==> config.mk <==
export PLATFORM = sky130hd
export DESIGN_NAME = adaptive_staircase_level
export DESIGN_NICKNAME = d
export VERILOG_FILES = /design/src/hdl/asl_pkg.sv /design/src/hdl/asl_step_sel.sv /design/src/hdl/asl_core.sv /design/src/hdl/asl_out_buf.sv /design/src/hdl/adaptive_staircase_level.sv
export SDC_FILE = /design/constraint.sdc
export NUM_CORES = 1
export LEC_CHECK = 0
export BUFFER_PORTS_ARGS = -buffer_cell sky130_fd_sc_hd__buf_2
export CORE_MARGIN = 2
export CORE_UTILIZATION = 30
export CTS_CLUSTER_SIZE = 25
export DETAILED_ROUTE_END_ITERATION = 12
export SYNTH_ARGS = -nofsm -noshare
export SYNTH_HDL_FRONTEND = slang
export SYNTH_SLANG_ARGS = --single-unit
export TNS_END_PERCENT = 10
==> constraint.sdc <==
create_clock -name clk -period 18.4 [get_ports clk]
set_clock_uncertainty 0.2 [all_clocks]
set_input_delay 2.76 -clock clk [delete_from_list [all_inputs] [get_ports clk]]
set_output_delay 2.76 -clock clk [all_outputs]
set_load 0.02 [all_outputs]
==> src/hdl/asl_pkg.sv <==
package asl_pkg;

  // one trial
  typedef struct packed {
    logic answer_correct;
    logic update_step;
  } in_t;

  // one result
  typedef struct packed {
    logic signed [15:0] level;
    logic               saturated;
    logic [15:0]        reversal_total;
    logic [15:0]        step_now;
  } out_t;

  // configuration registers as seen by the datapath
  typedef struct packed {
    logic [3:0]         down_count;
    logic [3:0]         up_count;
    logic [3:0]         mode_flags;
    logic signed [15:0] max_level;
    logic signed [15:0] min_level;
    logic signed [15:0] start_level;
    logic [63:0]        step_table_low;
    logic [63:0]        step_table_high;
  } cfg_t;

  typedef enum logic [2:0] {
    RegDownCount     = 3'd0,
    RegUpCount       = 3'd1,
    RegModeFlags     = 3'd2,
    RegMaxLevel      = 3'd3,
    RegMinLevel      = 3'd4,
    RegStartLevel    = 3'd5,
    RegStepTableLow  = 3'd6,
    RegStepTableHigh = 3'd7
  } reg_idx_t;

  // mode_flags bits
  localparam int ModeLargerEasier = 0;
  localparam int ModeClampUp      = 1;
  localparam int ModeClampDown    = 2;
  localparam int ModeByTrials     = 3;

  localparam logic [3:0]  RunMax   = 4'hF;
  localparam logic [15:0] CountMax = 16'hFFFF;

  localparam int EntryBits  = 32;
  localparam int TableBits  = 128;
  localparam int MaxEntries = TableBits / EntryBits;

  localparam logic [3:0] DownCountRst = 4'd2;
  localparam logic [3:0] UpCountRst   = 4'd1;
  localparam logic [3:0] ModeFlagsRst = 4'd7;

endpackage

==> src/hdl/asl_step_sel.sv <==
// Step table search: last entry whose threshold is at or below count wins.
module asl_step_sel #(
  parameter int STEP_ENTRIES = 4
) (
  input  logic [asl_pkg::TableBits-1:0] tbl,
  input  logic [15:0]                   count,
  output logic                          hit,
  output logic [15:0]                   step
);

  always_comb begin
    hit  = 1'b0;
    step = '0;
    for (int i = 0; i < STEP_ENTRIES && i < asl_pkg::MaxEntries; i++) begin
      if (tbl[asl_pkg::EntryBits*i+16 +: 16] <= count) begin
        hit  = 1'b1;
        step = tbl[asl_pkg::EntryBits*i +: 16];
      end
    end
  end

endmodule

==> src/hdl/asl_core.sv <==
// Staircase state and the combinational update for one trial.
module asl_core #(
  parameter int STEP_ENTRIES = 4,
  parameter int LEVEL_BITS   = 16
) (
  input  logic            clk,
  input  logic            rst,
  input  asl_pkg::cfg_t   cfg,
  input  logic            take,
  input  asl_pkg::in_t    item,
  output asl_pkg::out_t   res
);

  // room for a 16-bit level plus a 16-bit step without overflow
  localparam int CW = ((LEVEL_BITS > 16) ? LEVEL_BITS : 16) + 2;
  localparam logic signed [CW-1:0] LvlHi =
    {{(CW-LEVEL_BITS+1){1'b0}}, {(LEVEL_BITS-1){1'b1}}};
  localparam logic signed [CW-1:0] LvlLo = ~LvlHi;

  logic signed [LEVEL_BITS-1:0] cur_level;
  logic [3:0]  correct_run, wrong_run;
  logic [15:0] reversals, trials, cur_step;
  logic        moving_harder, adapted_once, sat_flag;

  logic signed [LEVEL_BITS-1:0] cur_level_next;
  logic [3:0]  correct_run_next, wrong_run_next, cr, wr;
  logic [15:0] reversals_next, trials_next, cur_step_next, count;
  logic        moving_harder_next, adapted_once_next, sat_flag_next;
  logic        harder, easier, rev_hit, larger_easier, go_down, sel_hit;
  logic [15:0] sel_step;
  logic signed [CW-1:0] base, step_ext, moved, clamped, lvl;
  logic        clamp_hit;

  assign larger_easier = cfg.mode_flags[asl_pkg::ModeLargerEasier];
  assign trials_next   = (trials == asl_pkg::CountMax) ? trials : trials + 16'd1;

  assign cr = item.answer_correct ?
              ((correct_run == asl_pkg::RunMax) ? correct_run : correct_run + 4'd1) : 4'd0;
  assign wr = item.answer_correct ? 4'd0 :
              ((wrong_run == asl_pkg::RunMax) ? wrong_run : wrong_run + 4'd1);

  assign harder = (cfg.down_count != 4'd0) && (cr == cfg.down_count);
  assign easier = !harder && (cfg.up_count != 4'd0) && (wr == cfg.up_count);

  // reversal: direction flips after the first move
  assign rev_hit = adapted_once && ((harder && !moving_harder) || (easier && moving_harder))
                   && (reversals != asl_pkg::CountMax);
  assign reversals_next = rev_hit ? reversals + 16'd1 : reversals;

  assign count = cfg.mode_flags[asl_pkg::ModeByTrials] ? trials_next : reversals_next;

  asl_step_sel #(.STEP_ENTRIES(STEP_ENTRIES)) u_step_sel (
    .tbl   ({cfg.step_table_high, cfg.step_table_low}),
    .count (count),
    .hit   (sel_hit),
    .step  (sel_step)
  );

  assign cur_step_next = (item.update_step && sel_hit) ? sel_step : cur_step;

  assign base     = (trials == 16'd0) ? CW'(cfg.start_level) : CW'(cur_level);
  assign step_ext = signed'({{(CW-16){1'b0}}, cur_step_next});
  assign go_down  = (harder && larger_easier) || (easier && !larger_easier);

  always_comb begin
    if (!harder && !easier) begin
      moved = base;
    end else if (go_down) begin
      moved = base - step_ext;
    end else begin
      moved = base + step_ext;
    end
  end

  always_comb begin
    clamp_hit = 1'b0;
    clamped   = moved;
    if (moved > CW'(cfg.max_level) && cfg.mode_flags[asl_pkg::ModeClampUp]) begin
      clamp_hit = 1'b1;
      clamped   = CW'(cfg.max_level);
    end else if (moved < CW'(cfg.min_level) && cfg.mode_flags[asl_pkg::ModeClampDown]) begin
      clamp_hit = 1'b1;
      clamped   = CW'(cfg.min_level);
    end
    lvl = clamped;
    if (clamped > LvlHi) begin
      clamp_hit = 1'b1;
      lvl       = LvlHi;
    end else if (clamped < LvlLo) begin
      clamp_hit = 1'b1;
      lvl       = LvlLo;
    end
  end

  assign cur_level_next     = lvl[LEVEL_BITS-1:0];
  assign sat_flag_next      = sat_flag || clamp_hit;
  assign correct_run_next   = harder ? 4'd0 : cr;
  assign wrong_run_next     = easier ? 4'd0 : wr;
  assign moving_harder_next = harder ? 1'b1 : (easier ? 1'b0 : moving_harder);
  assign adapted_once_next  = adapted_once || harder || easier;

  always_ff @(posedge clk) begin
    if (rst) begin
      cur_level     <= '0;
      correct_run   <= '0;
      wrong_run     <= '0;
      reversals     <= '0;
      trials        <= '0;
      cur_step      <= '0;
      moving_harder <= 1'b0;
      adapted_once  <= 1'b0;
      sat_flag      <= 1'b0;
    end else if (take) begin
      cur_level     <= cur_level_next;
      correct_run   <= correct_run_next;
      wrong_run     <= wrong_run_next;
      reversals     <= reversals_next;
      trials        <= trials_next;
      cur_step      <= cur_step_next;
      moving_harder <= moving_harder_next;
      adapted_once  <= adapted_once_next;
      sat_flag      <= sat_flag_next;
    end
  end

  always_comb begin
    res.level          = lvl[15:0];
    res.saturated      = sat_flag_next;
    res.reversal_total = reversals_next;
    res.step_now       = cur_step_next;
  end

  a_sat_sticky: assert property (@(posedge clk) disable iff (rst)
    (!$past(rst) && $past(sat_flag)) |-> sat_flag)
    else $error("sat_flag cleared outside reset");

  a_rev_monotonic: assert property (@(posedge clk) disable iff (rst)
    !$past(rst) |-> (reversals >= $past(reversals)))
    else $error("reversal count went down");

endmodule

==> src/hdl/asl_out_buf.sv <==
// Two-entry result buffer: output register plus skid entry.
module asl_out_buf (
  input  logic          clk,
  input  logic          rst,
  input  logic          push,
  input  asl_pkg::out_t din,
  output logic          full,
  output logic          out_valid,
  input  logic          out_stall,
  output asl_pkg::out_t dout
);

  logic [1:0]    count;
  asl_pkg::out_t head, skid;
  logic          pop;

  assign pop       = out_valid && !out_stall;
  assign out_valid = (count != 2'd0);
  assign full      = (count == 2'd2);
  assign dout      = head;

  always_ff @(posedge clk) begin
    if (rst) begin
      count <= 2'd0;
    end else begin
      case (count)
        2'd0: begin
          if (push) begin
            head  <= din;
            count <= 2'd1;
          end
        end
        2'd1: begin
          if (push && pop) begin
            head <= din;
          end else if (push) begin
            skid  <= din;
            count <= 2'd2;
          end else if (pop) begin
            count <= 2'd0;
          end
        end
        2'd2: begin
          if (pop) begin
            head  <= skid;
            count <= 2'd1;
          end
        end
        default: count <= 2'd0;
      endcase
    end
  end

endmodule

==> src/hdl/adaptive_staircase_level.sv <==
// Adaptive up-down staircase level tracker, signed Q8.8.
// Input channel (in_valid / in_stall / in_data): one trial per transfer,
// carrying answer_correct and update_step. Output channel (out_valid /
// out_stall / out_data): one result per trial with the new level, the sticky
// saturated flag, the reversal count and the step in use.
// Configuration: write cfg_data to register cfg_index when cfg_we is high;
// only while no trial is in flight.
// Each trial's result is formed combinationally and registered in the result buffer.
// One trial per cycle while in_stall is low; the whole state update (run counters,
// table search, level add and clamps) is combinational and feeds the next trial.
// A two-entry result buffer sits at the output. If the receiver stalls, up to
// two results are held and in_stall rises once both are occupied; it drops as
// soon as a result transfers out. Nothing is dropped or repeated.
// Reset (synchronous, rst high): staircase state cleared, buffer emptied,
// down_count=2, up_count=1, mode_flags=7, all other registers zero.
module adaptive_staircase_level #(
  parameter int STEP_ENTRIES = 4,
  parameter int LEVEL_BITS   = 16
) (
  input  logic          clk,
  input  logic          rst,
  input  logic          in_valid,
  output logic          in_stall,
  input  asl_pkg::in_t  in_data,
  output logic          out_valid,
  input  logic          out_stall,
  output asl_pkg::out_t out_data,
  input  logic          cfg_we,
  input  logic [2:0]    cfg_index,
  input  logic [63:0]   cfg_data
);

  asl_pkg::cfg_t cfg;
  asl_pkg::out_t res;
  logic          take;
  logic          full;

  always_ff @(posedge clk) begin
    if (rst) begin
      cfg.down_count      <= asl_pkg::DownCountRst;
      cfg.up_count        <= asl_pkg::UpCountRst;
      cfg.mode_flags      <= asl_pkg::ModeFlagsRst;
      cfg.max_level       <= '0;
      cfg.min_level       <= '0;
      cfg.start_level     <= '0;
      cfg.step_table_low  <= '0;
      cfg.step_table_high <= '0;
    end else if (cfg_we) begin
      unique case (asl_pkg::reg_idx_t'(cfg_index))
        asl_pkg::RegDownCount:     cfg.down_count      <= cfg_data[3:0];
        asl_pkg::RegUpCount:       cfg.up_count        <= cfg_data[3:0];
        asl_pkg::RegModeFlags:     cfg.mode_flags      <= cfg_data[3:0];
        asl_pkg::RegMaxLevel:      cfg.max_level       <= cfg_data[15:0];
        asl_pkg::RegMinLevel:      cfg.min_level       <= cfg_data[15:0];
        asl_pkg::RegStartLevel:    cfg.start_level     <= cfg_data[15:0];
        asl_pkg::RegStepTableLow:  cfg.step_table_low  <= cfg_data;
        asl_pkg::RegStepTableHigh: cfg.step_table_high <= cfg_data;
        default: ;
      endcase
    end
  end

  assign in_stall = full;
  assign take     = in_valid && !in_stall;

  asl_core #(
    .STEP_ENTRIES (STEP_ENTRIES),
    .LEVEL_BITS   (LEVEL_BITS)
  ) u_core (
    .clk  (clk),
    .rst  (rst),
    .cfg  (cfg),
    .take (take),
    .item (in_data),
    .res  (res)
  );

  asl_out_buf u_out_buf (
    .clk       (clk),
    .rst       (rst),
    .push      (take),
    .din       (res),
    .full      (full),
    .out_valid (out_valid),
    .out_stall (out_stall),
    .dout      (out_data)
  );

  a_stall_needs_backlog: assert property (@(posedge clk) disable iff (rst)
    in_stall |-> out_valid)
    else $error("input stalled with no result pending");

  a_result_follows: assert property (@(posedge clk) disable iff (rst)
    (in_valid && !in_stall) |=> out_valid)
    else $error("accepted trial produced no result");

endmodule

# [After elaboration in Yosys (flattened, before gate mapping)]
# Index checks and enable logic that the tools add are counted.
[totals] in_bits=74 n_memories=0 rom_bits=0 reg_bits=363 latch_bits=0 wordCells=150 mem_bits_rw=0
[classes] bitwise_logic=2 n_mux=41 n_div=0 add_sub_neg=6 reduce_logical=47 eq_ne=20 order_cmp=8 n_shift=0 mul=0
[op_table] op="$mux W16" count=10
[op_table] op="$mux W49" count=3
[op_table] op="$pmux W49 S3" count=1
[op_table] op="$mux W18" count=5
[op_table] op="$le A16 B16 Y1" count=4
[op_table] op="$add A16 B1 Y16 const B" count=2
[op_table] op="$mux W4" count=6
[op_table] op="$add A18 B17 Y18" count=1
[op_table] op="$gt A18 B16 Y1" count=1
[op_table] op="$gt A18 B16 Y1 const B" count=1
[op_table] op="$lt A18 B16 Y1" count=1
[op_table] op="$lt A18 B16 Y1 const B" count=1
[op_table] op="$reduce_and A2 Y1" count=9
[op_table] op="$sub A18 B17 Y18" count=1
[op_table] op="$eq A16 B16 Y1 const B" count=1
[op_table] op="$logic_and A1 B1 Y1" count=16
[op_table] op="$logic_not A16 Y1" count=1
[op_table] op="$ne A16 B16 Y1 const B" count=1
[op_table] op="$eq A3 B3 Y1 const B" count=4
[op_table] op="$mux W1" count=10
[op_table] op="$mux W2" count=5
[op_table] op="$add A4 B1 Y4 const B" count=2
[op_table] op="$eq A4 B4 Y1" count=2
[op_table] op="$eq A4 B4 Y1 const B" count=2
[op_table] op="other kinds (18)" count=34

# [Logic depth before layout (Yosys ltp)]
# Gate-level depths: netlist of the first run.
[depth] depth_word=34 ltp_mapped=64

# [Modules after synthesis]
# Synthesis of the first run repeated with hierarchy kept, for this count alone.
[unflattened] hier_cells=2136 hier_area_um2=21171.6
[by_module_without_submodules] module="adaptive_staircase_level" seq_area_each_um2=3763.6 n_inst=1 cells_per_inst=699 area_per_inst_um2=7631.1
[by_module_without_submodules] module="asl_core" seq_area_each_um2=1501.4 n_inst=1 cells_per_inst=1000 area_per_inst_um2=7588.5
[by_module_without_submodules] module="asl_out_buf" seq_area_each_um2=2982.9 n_inst=1 cells_per_inst=170 area_per_inst_um2=3941.3
[by_module_without_submodules] module="asl_step_sel" seq_area_each_um2=0.0 n_inst=1 cells_per_inst=267 area_per_inst_um2=2010.7

# [Least setup slack after synthesis of the first run]
# Ideal clock, no wire load.
[synth_timing] kind="input port to flip-flop" from="input port in_data[1] in the netlist's numbering" to="register u_out_buf.head, in the netlist u_out_buf.dout[36] (data pin)" setup_time_ns=0.267 t_arrival_ns=14.799 n_path_buf=7 cell_stages=58 slack_ns=3.134 cell_sequence="clkbuf_1 -> o21bai_1 -> or3_1 -> a211oi_1 -> o211ai_1 -> mux2i_1 -> and3_1 -> clkbuf_1 -> and4_1 -> nand2_1 -> or2_2 -> clkbuf_1 -> nor2_1 -> xor2_1 -> o21ai_0 -> ha_1 -> nand4_1 -> or4_1 -> [... 22 more ...] -> o21a_1 -> o21ai_0 -> a211oi_1 -> or3_1 -> nand2_1 -> and3b_1 -> nor4_4 -> nand2_1 -> inv_1 -> ha_1 -> nor2b_1 -> o21ai_0 -> nor2_1 -> clkbuf_1 -> mux2i_1 -> o21ai_0 -> a21oi_2 -> a21oi_1"
[synth_lines] element="start, declared" line_no="adaptive_staircase_level.sv:24" source="input asl_pkg::in_t in_data,"
[synth_lines] element="end signal, assigned" line_no="asl_out_buf.sv:29" source="head <= din;"
[synth_lines] element="end signal, assigned" line_no="asl_out_buf.sv:35" source="head <= din;"
[synth_lines] element="end signal, assigned" line_no="asl_out_buf.sv:45" source="head <= skid;"
[synth_lines] element="end, declared" line_no="asl_out_buf.sv:14" source="asl_pkg::out_t head, skid;"

==> key figures, run 1 <==
Clock tree
  • Root Buffer: clkbuf_16
  • Clock buffer depth: 3
  • CTS buffer count: 40
  • Clock Sinks: ~360
  • H-tree depth: 2
  • Setup Buffers After CTS: 0
  • CTS clock-pin slew for the worst setup and hold paths: roughly 0.060 ns
  • CTS Hold Bufs: 0
  • CTS resizes: 0
  • Clock Latency Late Sink: 0.58 ns
  • CTS tree: yes

Timing
  • Max frequency: 60.6 MHz
  • Setup TNS: 0 ns
  • Tcrit/Tclk final: 0.896
  • Pins over their slew limit: 0
  • Worst-Margin Slew: 1.08 ns
  • Post-layout min period: 16.49 ns
  • Max-Slew Margin vs Limit: 0.275
  • RSZ-0062 raised after global routing: no
  • Setup violations, final: 0
  • Final hold vios: 0

Layout
  • Final instance area: 22300 um^2
  • Layout cell share with drive strength beyond 1: 0.121
  • Area delta synth->final: 13.9%
  • Most common cell after layout, fill and taps aside: nand2_1
  • Most frequent cells in the layout: nand2_1 (477), a21oi_1 (286), dfxtp_1 (265), nor2_1 (244), buf_2 (123)
  • Fin nets: 2610

Placed design
  • RD Place Congestion: 0.858
  • DP HPWL: 40400 um
  • Area after DPL: 21000 um^2
  • Port bufs: approximately 120

Synth
  • Ys async rst share: 0
  • Ys flop type: dfxtp_1
  • Syn Std Cell Area: just under 20000 um^2
  • Adder-cell share of the synthesized area: 0.0769
  • Synth Area in XOR/XNOR: 0.0331
  • Synth Warn #: 0
  • Register bit total from synthesis: 363
  • Part of the Yosys area used for sequential elements: 0.421
  • Simple-gate portion of the synthesized area: 0.216
  • Post-synthesis mux area share: 0.0389
  • Mapped Cells: ~2.4k
  • Post-synth cell types: 78
  • Syn_nets: 2552
  • Main combinational cell family by area after synthesis: simple AND/OR/NAND/NOR gates
  • Post-synthesis average cell area: approximately 8.3 um^2
  • Synth Area in Compound Gates: 0.169
  • EDFF count, synth: 98

Detailed routing
  • DRC violations left: 0
  • DRT Pass-1 Iters: 5
  • DR vias: ~16k
  • Final WL: around 56000 um
  • Drt first-iter violations: 1150
  • Vias per std cell: 4.95
  • Post-route antenna net violation count: 0
  • Per-cell routed wire length: 17.1 um

Setup path
  • Crit-path most repeated cell: o21ai_0
  • Reg-to-reg endpoint: u_out_buf.dout[43]
  • Slowest cell on crit path: or4_1
  • Critical Path Fanout Max: 35
  • CP max stage delay: roughly 0.68 ns
  • Reg-to-reg critical path startpoint: u_core.correct_run[0]
  • Worst EP required: 18.49 ns
  • Critical path type: in -> reg
  • WP data arrival: 16.58 ns
  • Crit end category: flop
  • Depth of the most critical reg-to-reg path: 55
  • Worst R2R Setup Slack: 3.66 ns
  • CP Launch Type: input pin

Global route
  • Vias in the first global route: between 15k and 20k
  • Largest net degree at the start of global routing: just over 100
  • Gr usage total: 0.166
  • Grt ovf: 0
  • Initial antenna violation count: 17
  • Wire length of the first global-routing pass: 88400 um

Power
  • Peak supply drop: 0.0566 mV
  • PD cells: 114 nW/um^2
  • Pleak: 8.50 nW

Worst hold path
  • WHS Path Cells: 2
  • Min-delay src: cfg[102]
  • Hold EP: cfg[102]
  • Hold Path Class: reg -> reg

Run
  • Max-cap violation count: 0

Floorplanning
  • Die area: 67300 um^2
  • Die height: 259 um
  • Initial core utilization: 0.304
  • # rows: 93
  • Ports: 125
  • Core box area: roughly 64000 um^2
  • Die extent in x: 259 um

Status
  • Status: completed
==> sequential cells by signal, indices dropped and copies added (netlist names) <==
name / cells
cfg: 188
u_core.moving_harder: 1
u_core.cur_step: 16
u_out_buf.skid: 49
u_core.trials: 16
u_core.cur_level: 16
u_core.correct_run: 4
u_core.reversals: 16
u_core.adapted_once: 1
u_out_buf.count: 2
u_core.wrong_run: 4
u_out_buf.dout: 49
u_core.sat_flag: 1
==> synthesized netlist by cell type, drive strengths merged, types with 6 or more instances <==
cell type | number | area share
nand2 | 477 | 0.091
a21oi | 294 | 0.077
dfxtp | 265 | 0.27
nor2 | 249 | 0.048
ha | 118 | 0.075
clkbuf | 114 | 0.022
edfxtp | 98 | 0.15
inv | 93 | 0.018
o21ai | 76 | 0.020
nand3 | 51 | 0.013
a211oi | 45 | 0.021
mux2i | 43 | 0.022
xnor2 | 43 | 0.019
nor3 | 33 | 0.0084
xor2 | 31 | 0.014
mux2 | 29 | 0.017
nand4 | 28 | 0.0089
nor2b | 24 | 0.0077
a21o | 21 | 0.0081
nand2b | 20 | 0.0064
buf | 18 | 0.0051
or3 | 14 | 0.0045
nor4 | 13 | 0.0049
o21a | 13 | 0.0050
and2 | 12 | 0.0038
and3 | 12 | 0.0038
or2 | 12 | 0.0038
o211ai | 11 | 0.0042
a21boi | 10 | 0.0038
and4 | 8 | 0.0036
a211o | 6 | 0.0027
a311oi | 6 | 0.0027
a31oi | 6 | 0.0019
o31ai | 6 | 0.0030
==> logic make-up after synthesis <==
logic type                 Yosys count
AOI/OAI and AO/OA                  535
xor gates and xnor gates            74
adders and majority gates          120
buffers and inverters              225
DFF                                363
muxes                               72
and+or+nand+nor                    970
==> final cells by class <==
class | count | area, um^2
Timing Repair Buffer | 148 | 810
Multi-Input combinational cell | 1771 | 10500
Sequential cell | 363 | 8250
Clock buffer | 52 | 1110
Fill cell | 6833 | 42200
Inverter | 93 | 349
Clock inverter | 21 | 211
Antenna cell | 4 | 10.0
Tap cell | 855 | 1070
==> per-stage QoR <==
step,util,setup slack [ns],hold slack (ns),std cells,power (W)
final,0.346,1.91,0.253,3307,0.00254
after global routing,0.346,0.765,0.276,3307,0.00270
after CTS,0.346,1.97,0.255,3303,0.00257
after detailed placement,0.325,1.41,0.246,3230,0.00174
after global placement,0.325,1.73,0.239,3230,0.00173
after floorplan,-,3.13,0.233,2359,0.00153
==> per-layer routing <==
| layer | track usage | wire length [um] | vias to the layer above |
|---|---|---|---|
| li1 | - | - | 8284 |
| met1 | 0.231 | 27100 | 7635 |
| met2 | 0.257 | 24700 | 330 |
| met3 | 0.0337 | 2930 | 98 |
| met4 | 0.0519 | 1550 | 20 |
| met5 | 0 | 131 | - |
==> power by group <==
group | internal (W) | switching [W]
Combinational | 0.000307 | 0.000497
Clock | 0.000473 | 0.000345
Sequential | 0.000895 | 0.0000274
Total | 0.00167 | 0.000870
==> worst max-delay path by stage <==
stage / depth (start not counted) / start / to / slack (ns)
2_1_floorplan: 58 / in_data[1] / u_out_buf.dout[36] / 3.13
3_3_place_gp: 55 / in_data[1] / u_out_buf.dout[44] / 1.73
3_5_place_dp: 55 / in_data[1] / u_out_buf.dout[43] / 1.41
4_1_cts: 55 / in_data[1] / u_out_buf.dout[47] / 1.97
5_1_grt: 54 / in_data[1] / u_out_buf.dout[34] / 0.76
6_report: 55 / in_data[1] / u_out_buf.dout[43] / 1.91
==> critical path: cells and delay by family <==
family,cells,cell delay (ns)
XOR/XNOR,1,0.24
AND/OR/NAND/NOR,22,6.20
multiplexers,3,0.53
buffers and inverters,4,0.66
AO/OA/AOI/OAI,21,4.91
adder cells (fa/ha/maj),4,1.23
(Power assumes the default switching activity.)
==> inputs of run 2 (changes only) <==
- SYNTH_HIERARCHICAL: default -> 1
==> run 2 against run 1 <==
Compared with the run above: cell count down 4.1%; combinational power up 4.4%; synthesized area up 8.1%; maximum frequency up 5.1%.
==> key figures, run 2 <==
Synth
  • Largest area contributor in the synthesized netlist: dfxtp_1
  • Part of the Yosys area used for sequential elements: 0.390
  • Ys async rst share: 0
  • Post-synthesis average cell area: 9.91 um^2
  • Synth Warn #: 6
  • Syn_nets: 2333
  • Commonest cells in the netlist: dfxtp_1 (265), nand2b_1 (262), mux2i_1 (217), nor2_1 (130), nand2_1 (125)
  • Register bit total from synthesis: 363
  • Top-area cell type share of the netlist area: 0.251
  • Post-synth cell types: 102
  • Mapped Cells: 2136
  • Synth area leaders: dfxtp_1 (25%), edfxtp_1 (14%), mux2i_1 (10%)
  • Syn Std Cell Area: 21200 um^2
  • EDFF count, synth: 98
  • Most common cell in the netlist: dfxtp_1
  • Ys flop type: dfxtp_1

Status
  • Status: completed

Layout
  • Most common cell after layout, fill and taps aside: dfxtp_1
  • Layout cell share with drive strength beyond 1: 0.163
  • Most frequent cells in the layout: dfxtp_1 (265), nand2b_1 (262), mux2i_1 (217), nor2_1 (129), nand2_1 (125)
  • Max FFs per register: 188
  • Final instance area: 23900 um^2
  • N_diodes: 0
  • Area delta synth->final: 12.8%
  • Fin nets: roughly 2.4k
  • Reg with most FFs: cfg

Floorplanning
  • Die height: 270 um
  • Initial core utilization: 0.303
  • Die extent in x: about 270 um
  • Die area: approximately 73000 um^2
  • Core box area: 69900 um^2
  • # rows: between 90 and 100
  • Ports: 125

Setup path
  • CP max stage delay: roughly 0.65 ns
  • CP Launch Type: input pin
  • Crit end category: flop
  • Worst EP required: 18.52 ns
  • Critical path type: in -> reg
  • Slowest cell on crit path: nand2_1
  • Critical Path Fanout Max: 19
  • WP data arrival: 15.80 ns

Detailed routing
  • Vias per std cell: 5.00
  • Final WL: a little over 60000 um
  • Per-cell routed wire length: roughly 19 um
  • DR vias: between 15k and 20k
  • DRT Pass-1 Iters: 5
  • DRC violations left: 0
  • Drt first-iter violations: 1043
  • Post-route antenna net violation count: 0

Timing
  • Tcrit/Tclk final: 0.853
  • Final hold vios: 0
  • WHS: 0.273 ns
  • RSZ-0062 raised after global routing: no
  • Setup violations, final: 0
  • Setup TNS: 0 ns
  • Worst-Margin Slew: 1.19 ns
  • Pins over their slew limit: 0
  • Setup ws final: roughly 2.7 ns
  • Max-Slew Margin vs Limit: 0.203
  • Max frequency: 63.8 MHz
  • Post-layout min period: around 16 ns

Clock tree
  • CTS Hold Bufs: 0
  • Clock buffer depth: 3
  • Setup Buffers After CTS: 0
  • H-tree depth: 2
  • Root Buffer: clkbuf_16
  • CTS tree: yes
  • Clock Latency Late Sink: 0.57 ns
  • CTS resizes: 0
  • CTS buffer count: 41
  • Clock Sinks: 363
  • CTS clock-pin slew for the worst setup and hold paths: about 0.060 ns

Power
  • Final Power: 0.00264 W
  • Pleak: 9.83 nW
  • Peak supply drop: 0.0554 mV
  • PD cells: 110 nW/um^2

Placed design
  • RD Place Congestion: 0.942
  • Area after DPL: 22400 um^2
  • Pre-CTS WS: 2.32 ns
  • DP HPWL: 45500 um
  • Port bufs: 124

Global route
  • GR peak layer: met2
  • GRT met1 Usage: 0.238
  • Largest net degree at the start of global routing: 129
  • Grt ovf: 0
  • M2 GR Usage: 0.250
  • Met3 Use GR: 0.0296
  • Gr usage total: 0.164
  • Vias in the first global route: 15.7k
  • Wire length of the first global-routing pass: 94400 um
  • Initial antenna violation count: 6

Worst hold path
  • Hold Path Class: reg -> reg

Run
  • Max-cap violation count: 0
-- run 2: cell count changes after synthesis, sizes merged, moves of 15 or more --
cell    before  now
o221a        1   16
buf         18   53
o21ai       76   49
a21o        21    4
a21oi      294   96
nand2b      20  263
nor2       249  130
clkbuf     114   63
mux2        29   76
mux2i       43  217
nand2      477  127
-- run 2: cell type report --
cell class	instances	area [um^2]
Clock buffer	54	1140
Clock inverter	20	315
Fill cell	7180	46000
Inverter	100	375
Multi-Input combinational cell	1556	11900
Sequential cell	363	8250
Tap cell	940	1180
Timing Repair Buffer	140	749
-- run 2: final timing paths --
path / startpoint / cells past startpoint / slack [ns] / endpoint
setup / recovery: in_data[1] / 45 / 2.71 / u_out_buf/dout[32]
hold / removal: cfg[109] / 2 / 0.27 / cfg[109]
setup reg to reg: u_core/correct_run[0] / 45 / 4.44 / u_out_buf/dout[32]
hold reg to reg: cfg[109] / 2 / 0.27 / cfg[109]
-- run 2: logic make-up after synthesis --
kind of cell,count (synthesis),share of synthesized area
muxes,293,0.152
adders and majority gates,123,0.0730
DFF,363,0.390
AOI/OAI and AO/OA,318,0.109
and+or+nand+nor,742,0.193
buffers and inverters,217,0.0504
xor gates and xnor gates,80,0.0331
-- run 2: stage by stage --
step,utilization,std cells
after CTS,0.342,3173
after detailed placement,0.321,3099
after global routing,0.342,3173
after floorplan,-,2136
final,0.342,3173
after global placement,0.321,3099
-- run 2: metal layers --
metal / wire length, um / vias up
met5: 57 / -
met4: 1350 / 10
met3: 3290 / 88
met2: 26100 / 409
met1: 30000 / 7642
li1: - / 7707
-- run 2: power by group --
group / total, W / internal [W] / switching [W]
sequential: 0.000906 / 0.000883 / 0.0000233
clock: 0.000891 / 0.000548 / 0.000343
combinational: 0.000839 / 0.000321 / 0.000517
total: 0.00264 / 0.00175 / 0.000883
-- run 2: worst max-delay path: cells and delay by family --
kind | cells | cell delay, ns
and+or+nand+nor | 15 | 4.80
adders and majority gates | 3 | 0.95
xor gates and xnor gates | 2 | 0.40
AOI/OAI and AO/OA | 17 | 5.02
muxes | 3 | 0.92
buffers and inverters | 5 | 0.94
